[src/design/pli_pkg.sv]
// Package of the positional list: capacity, widths, codes and the transfer types.
// Used by every module of the block; depends on nothing.
`default_nettype none

package pli_pkg;

    localparam int CAPACITY  = 256;
    localparam int IDX_W     = $clog2(CAPACITY);
    localparam int CNT_W     = $clog2(CAPACITY + 1);
    localparam int POS_W     = 9;
    localparam int CNT_OUT_W = 9;
    localparam int WORD_W    = 32;
    localparam int CMP_W     = ((POS_W > CNT_W) ? POS_W : CNT_W) + 1;
    localparam int TREE_GRP  = 16;
    localparam int NGRP      = (CAPACITY + TREE_GRP - 1) / TREE_GRP;

    localparam logic OP_INSERT = 1'b0;
    localparam logic OP_DELETE = 1'b1;

    localparam logic [1:0] ST_OK    = 2'd0;
    localparam logic [1:0] ST_RANGE = 2'd1;
    localparam logic [1:0] ST_FULL  = 2'd2;

    typedef logic [WORD_W-1:0] t_word;

    typedef struct packed {
        logic                     op;
        logic [POS_W-1:0]         position;
        logic signed [WORD_W-1:0] insert_value;
    } t_in;

    typedef struct packed {
        logic [1:0]               status;
        logic signed [WORD_W-1:0] removed_value;
        logic [CNT_OUT_W-1:0]     count_after;
    } t_out;

    // Broadcast to every cell in the cycle of a transfer.
    typedef struct packed {
        logic             acc;   // request taken this cycle
        logic             ins;   // successful insert
        logic             del;   // successful delete
        logic [IDX_W-1:0] k;     // 0-based target slot
        t_word            value; // element to store on insert
    } t_cell_ctl;

endpackage

`default_nettype wire

[src/design/pli_cell.sv]
// One slot of the list: holds an element and shifts with its neighbors.
// Depends on pli_pkg.
`default_nettype none

module pli_cell (
    input  wire                 i_clk,
    input  pli_pkg::t_cell_ctl  i_ctl,
    input  wire [pli_pkg::IDX_W-1:0] i_idx,
    input  pli_pkg::t_word      i_prev,
    input  pli_pkg::t_word      i_next,
    output pli_pkg::t_word      o_slot,
    output pli_pkg::t_word      o_tap
);
    import pli_pkg::*;

    t_word r_slot;
    t_word n_slot;
    t_word r_tap;
    logic  w_at;
    logic  w_above;

    assign w_at    = (i_idx == i_ctl.k);
    assign w_above = (i_idx > i_ctl.k);

    always_comb begin
        n_slot = r_slot;
        if (i_ctl.ins) begin
            if (w_above) begin
                n_slot = i_prev;
            end else if (w_at) begin
                n_slot = i_ctl.value;
            end
        end else if (i_ctl.del) begin
            if (w_above || w_at) begin
                n_slot = i_next;
            end
        end
    end

    // Slots need no reset: only entries below the count are ever read.
    always_ff @(posedge i_clk) begin
        r_slot <= n_slot;
        if (i_ctl.acc) begin
            r_tap <= (i_ctl.del && w_at) ? r_slot : '0;
        end
    end

    assign o_slot = r_slot;
    assign o_tap  = r_tap;

endmodule

`default_nettype wire

[config.mk]
export PLATFORM = sky130hd
export DESIGN_NAME = pli_cell
export DESIGN_NICKNAME = d
export VERILOG_FILES = /design/src/design/pli_pkg.sv /design/src/design/pli_cell.sv
export SDC_FILE = /design/constraint.sdc
export NUM_CORES = 1
export LEC_CHECK = 0
export BUFFER_PORTS_ARGS = -buffer_cell sky130_fd_sc_hd__buf_2
export CORE_UTILIZATION = 44
export DETAILED_ROUTE_END_ITERATION = 8
export PLACE_DENSITY = 0.8
export SETUP_SLACK_MARGIN = 0.15
export SLEW_MARGIN = 20
export SYNTH_ARGS = -nofsm -noshare
export SYNTH_HDL_FRONTEND = slang
export SYNTH_SLANG_ARGS = --single-unit
[constraint.sdc]
create_clock -name i_clk -period 2.6 [get_ports i_clk]
set_input_delay 0 -clock i_clk [delete_from_list [all_inputs] [get_ports i_clk]]
set_output_delay 0 -clock i_clk [all_outputs]
set_load 0.01 [all_outputs]
==> impl_metrics.env <==
export IMPL_ir_drop_v=0.0003039
export IMPL_period_needed_ps=1626
export IMPL_nets=576
export IMPL_dpl_hpwl_um=6332
export IMPL_grt_overflow=0
export IMPL_synth_seq_cells=64
export IMPL_power_internal_mw=2.085
export IMPL_clock_sinks=64
export IMPL_cts_root_buf="clkbuf_8"
export IMPL_fin_setup_tns_ps=0
export IMPL_synthFlopType="edfxtp_1"
export IMPL_viasPerCell=5.288
export IMPL_period_share_pct=62.55
export IMPL_first_global_vias=2828
export IMPL_vias=2924
export IMPL_cts_buffers=9
export IMPL_drive_gt1_share_pct=45.51
export IMPL_crit_required_ps=2740
export IMPL_io_pins=180
export IMPL_cts_hold_buf=0
export IMPL_p_sw_mw=0.6851
export IMPL_startpoint_type="input port"
export IMPL_timing_final_hold_violations=0
export IMPL_rsz0062_at_grt="no"
export IMPL_grt_pass1_wl_um=13200
export IMPL_outcome="finished, final reports clean"
export IMPL_drc_errors=0
export IMPL_comb_power_share_pct=17.3
export IMPL_leakagePower_nw=2.068
export IMPL_cts_tree="built"
export IMPL_dr_first_iter_drc_count=137
export IMPL_synthArstFlopShare_pct=0
export IMPL_synthCells=281
export IMPL_antenna_found_initial=0
export IMPL_io_buffers=179
export IMPL_die_area_um2=7593
export IMPL_ff_latch_area_um2=1922
export IMPL_hp_class="input port to flop"
export IMPL_seqPwrFrac_pct=46.8
export IMPL_pwr_share_clk_pct=35.9
export IMPL_clock_skew_ps=6.176
export IMPL_routedWlPerCell_um=15.77
export IMPL_maxSlewHeadroom_pct=53.62
export IMPL_final_antenna_net_count=0
export IMPL_critPathMaxFanout=20
export IMPL_worst_setup_path_type="input port to flop"
export IMPL_first_pass_iters=4
export IMPL_cap_violations=0
export IMPL_yosysSeqAreaShare_pct=60.26
export IMPL_timing_hold_ws_ps=21.14
export IMPL_cts_repair_resized=0
export IMPL_synth_edf_count=64
export IMPL_die_y_um=87.14
export IMPL_ys_types=22
export IMPL_place_gp_congestion=0.8891
export IMPL_core_area_um2=6907
export IMPL_diodes=0
export IMPL_cts_max_level=3
export IMPL_area_delta_synth_final_pct=36.29
export IMPL_p_per_area_nw_per_um2=637.3
export IMPL_wl_um=8722
export IMPL_dieWidth_um=87.14
export IMPL_critPathArrivalTime_ps=1770
export IMPL_slew_viol_final=0
export IMPL_initial_core_util_pct=46.18
export IMPL_n_fill_cell=581
export IMPL_syn_area_per_cell_um2=11.35
export IMPL_ys_warn_count=0
export IMPL_crit_path_end_kind="flop"
export IMPL_syn_nets=405
export IMPL_clk_insertion_delay_late_ps=320
export IMPL_finalSetupViolCount=0
export IMPL_cts_buffer_depth=2
export IMPL_synth_area_um2=3189
export IMPL_multi_input_area_um2=1095
export IMPL_track_usage_pct=23.15
export IMPL_clock_fmax_mhz=614.9
export IMPL_num_rows=30
export IMPL_swShare_pct=24.73
export IMPL_cts_clk_slew_worst_paths_ps=70
export IMPL_worst_pin_slew_ps=695.7
export IMPL_post_cts_setup_buffers=0
export IMPL_grt_max_degree=41
==> cells in the final DEF, fill, tap and decap left out, drive strengths merged, types with 2 or more instances in the layout <==
| master | instances |
|---|---|
| ha | 8 |
| clkbuf | 10 |
| inv | 8 |
| clkinv | 2 |
| nor2 | 33 |
| o21ai | 34 |
| a31oi | 33 |
| bufinv | 3 |
| a21oi | 3 |
| nand3 | 32 |
| buf | 185 |
| nor2b | 2 |
| edfxtp | 64 |
| nand4 | 2 |
| and3 | 32 |
==> per-layer routing <==
metal	up-vias	routed length (µm)	track usage, %
li1	1407	-	-
met1	1351	3518	28.09
met2	150	4395	39.73
met3	16	608	4.265
met4	0	199	11.33
met5	-	0	0
==> area by class of cell <==
cell class | instances | area share, %
Clock inverter | 6 | 2.476
Clock buffer | 10 | 2.936
Multi-Input combinational cell | 184 | 25.19
Sequential cell | 64 | 44.21
Tap cell | 96 | 2.763
Timing Repair Buffer | 185 | 21.73
Inverter | 8 | 0.6908
==> cell usage after synthesis (2+ instances only) <==
cell type,number,area [µm²]
edfxtp_1,64,1922
a31oi_1,33,206.5
and3_1,32,200.2
nand3_1,32,160.2
nor2_1,32,120.1
o21ai_0,23,115.1
clkbuf_1,13,48.80
o21ai_1,11,55.05
ha_1,8,100.1
inv_1,8,30.03
buf_2,6,30.03
buf_6,6,67.56
a21oi_1,3,15.01
nor2b_2,2,17.52
==> power by group through the flow <==
stage,sequential (mW),combinational (mW),clock [mW]
after floorplan,1.36,0.195,0
after global placement,1.32,0.470,0
after detailed placement,1.32,0.479,0
after CTS,1.30,0.481,1.01
after global routing,1.31,0.526,1.06
final,1.30,0.479,0.994
==> worst paths after layout <==
check	endpoint	slack [ps]	startpoint	cells after the start
max	o_slot[27]	970	i_ctl[35]	9
min	o_slot[17]	20	i_next[17]	3
max reg2reg	o_tap[15]	1740	o_slot[15]	1
min reg2reg	o_tap[31]	580	o_slot[31]	1
==> state kept, by name, indices dropped and copies added, names as in the netlist <==
name,count
o_slot,32
o_tap,32
==> metrics by stage <==
step           cells  power [mW]  area, µm²  utilization (%)  setup slack [ps]
2_1_floorplan    281       1.554       3189                -             664.3
3_3_place_gp     536       1.785       4100            59.37             308.1
3_5_place_dp     536       1.796       4100            59.37             310.3
4_1_cts          552       2.789       4335            62.77             651.8
5_1_grt          553       2.888       4347            62.93             817.7
6_report         553       2.770       4347            62.93             973.7
==> cells by family (layout without fill, tap and decap cells) <==
family	after synthesis	in the layout	share of synthesized area, %
AOI/OAI and AO/OA	74	74	14.12
and+or+nand+nor	102	102	16.95
adders and majority gates	8	8	3.139
DFF	64	64	60.26
buffers and inverters	33	209	5.532
==> critical path, cell delays in order <==
cell and delay, ps:
buf_2 80, inv_1 40, ha_1 330, nand4_1 220, nor2_4 80, a211oi_4 420
buf_6 260, o21ai_0 100, a31oi_1 230
No activity file was read; power rests on OpenSTA's default activity.
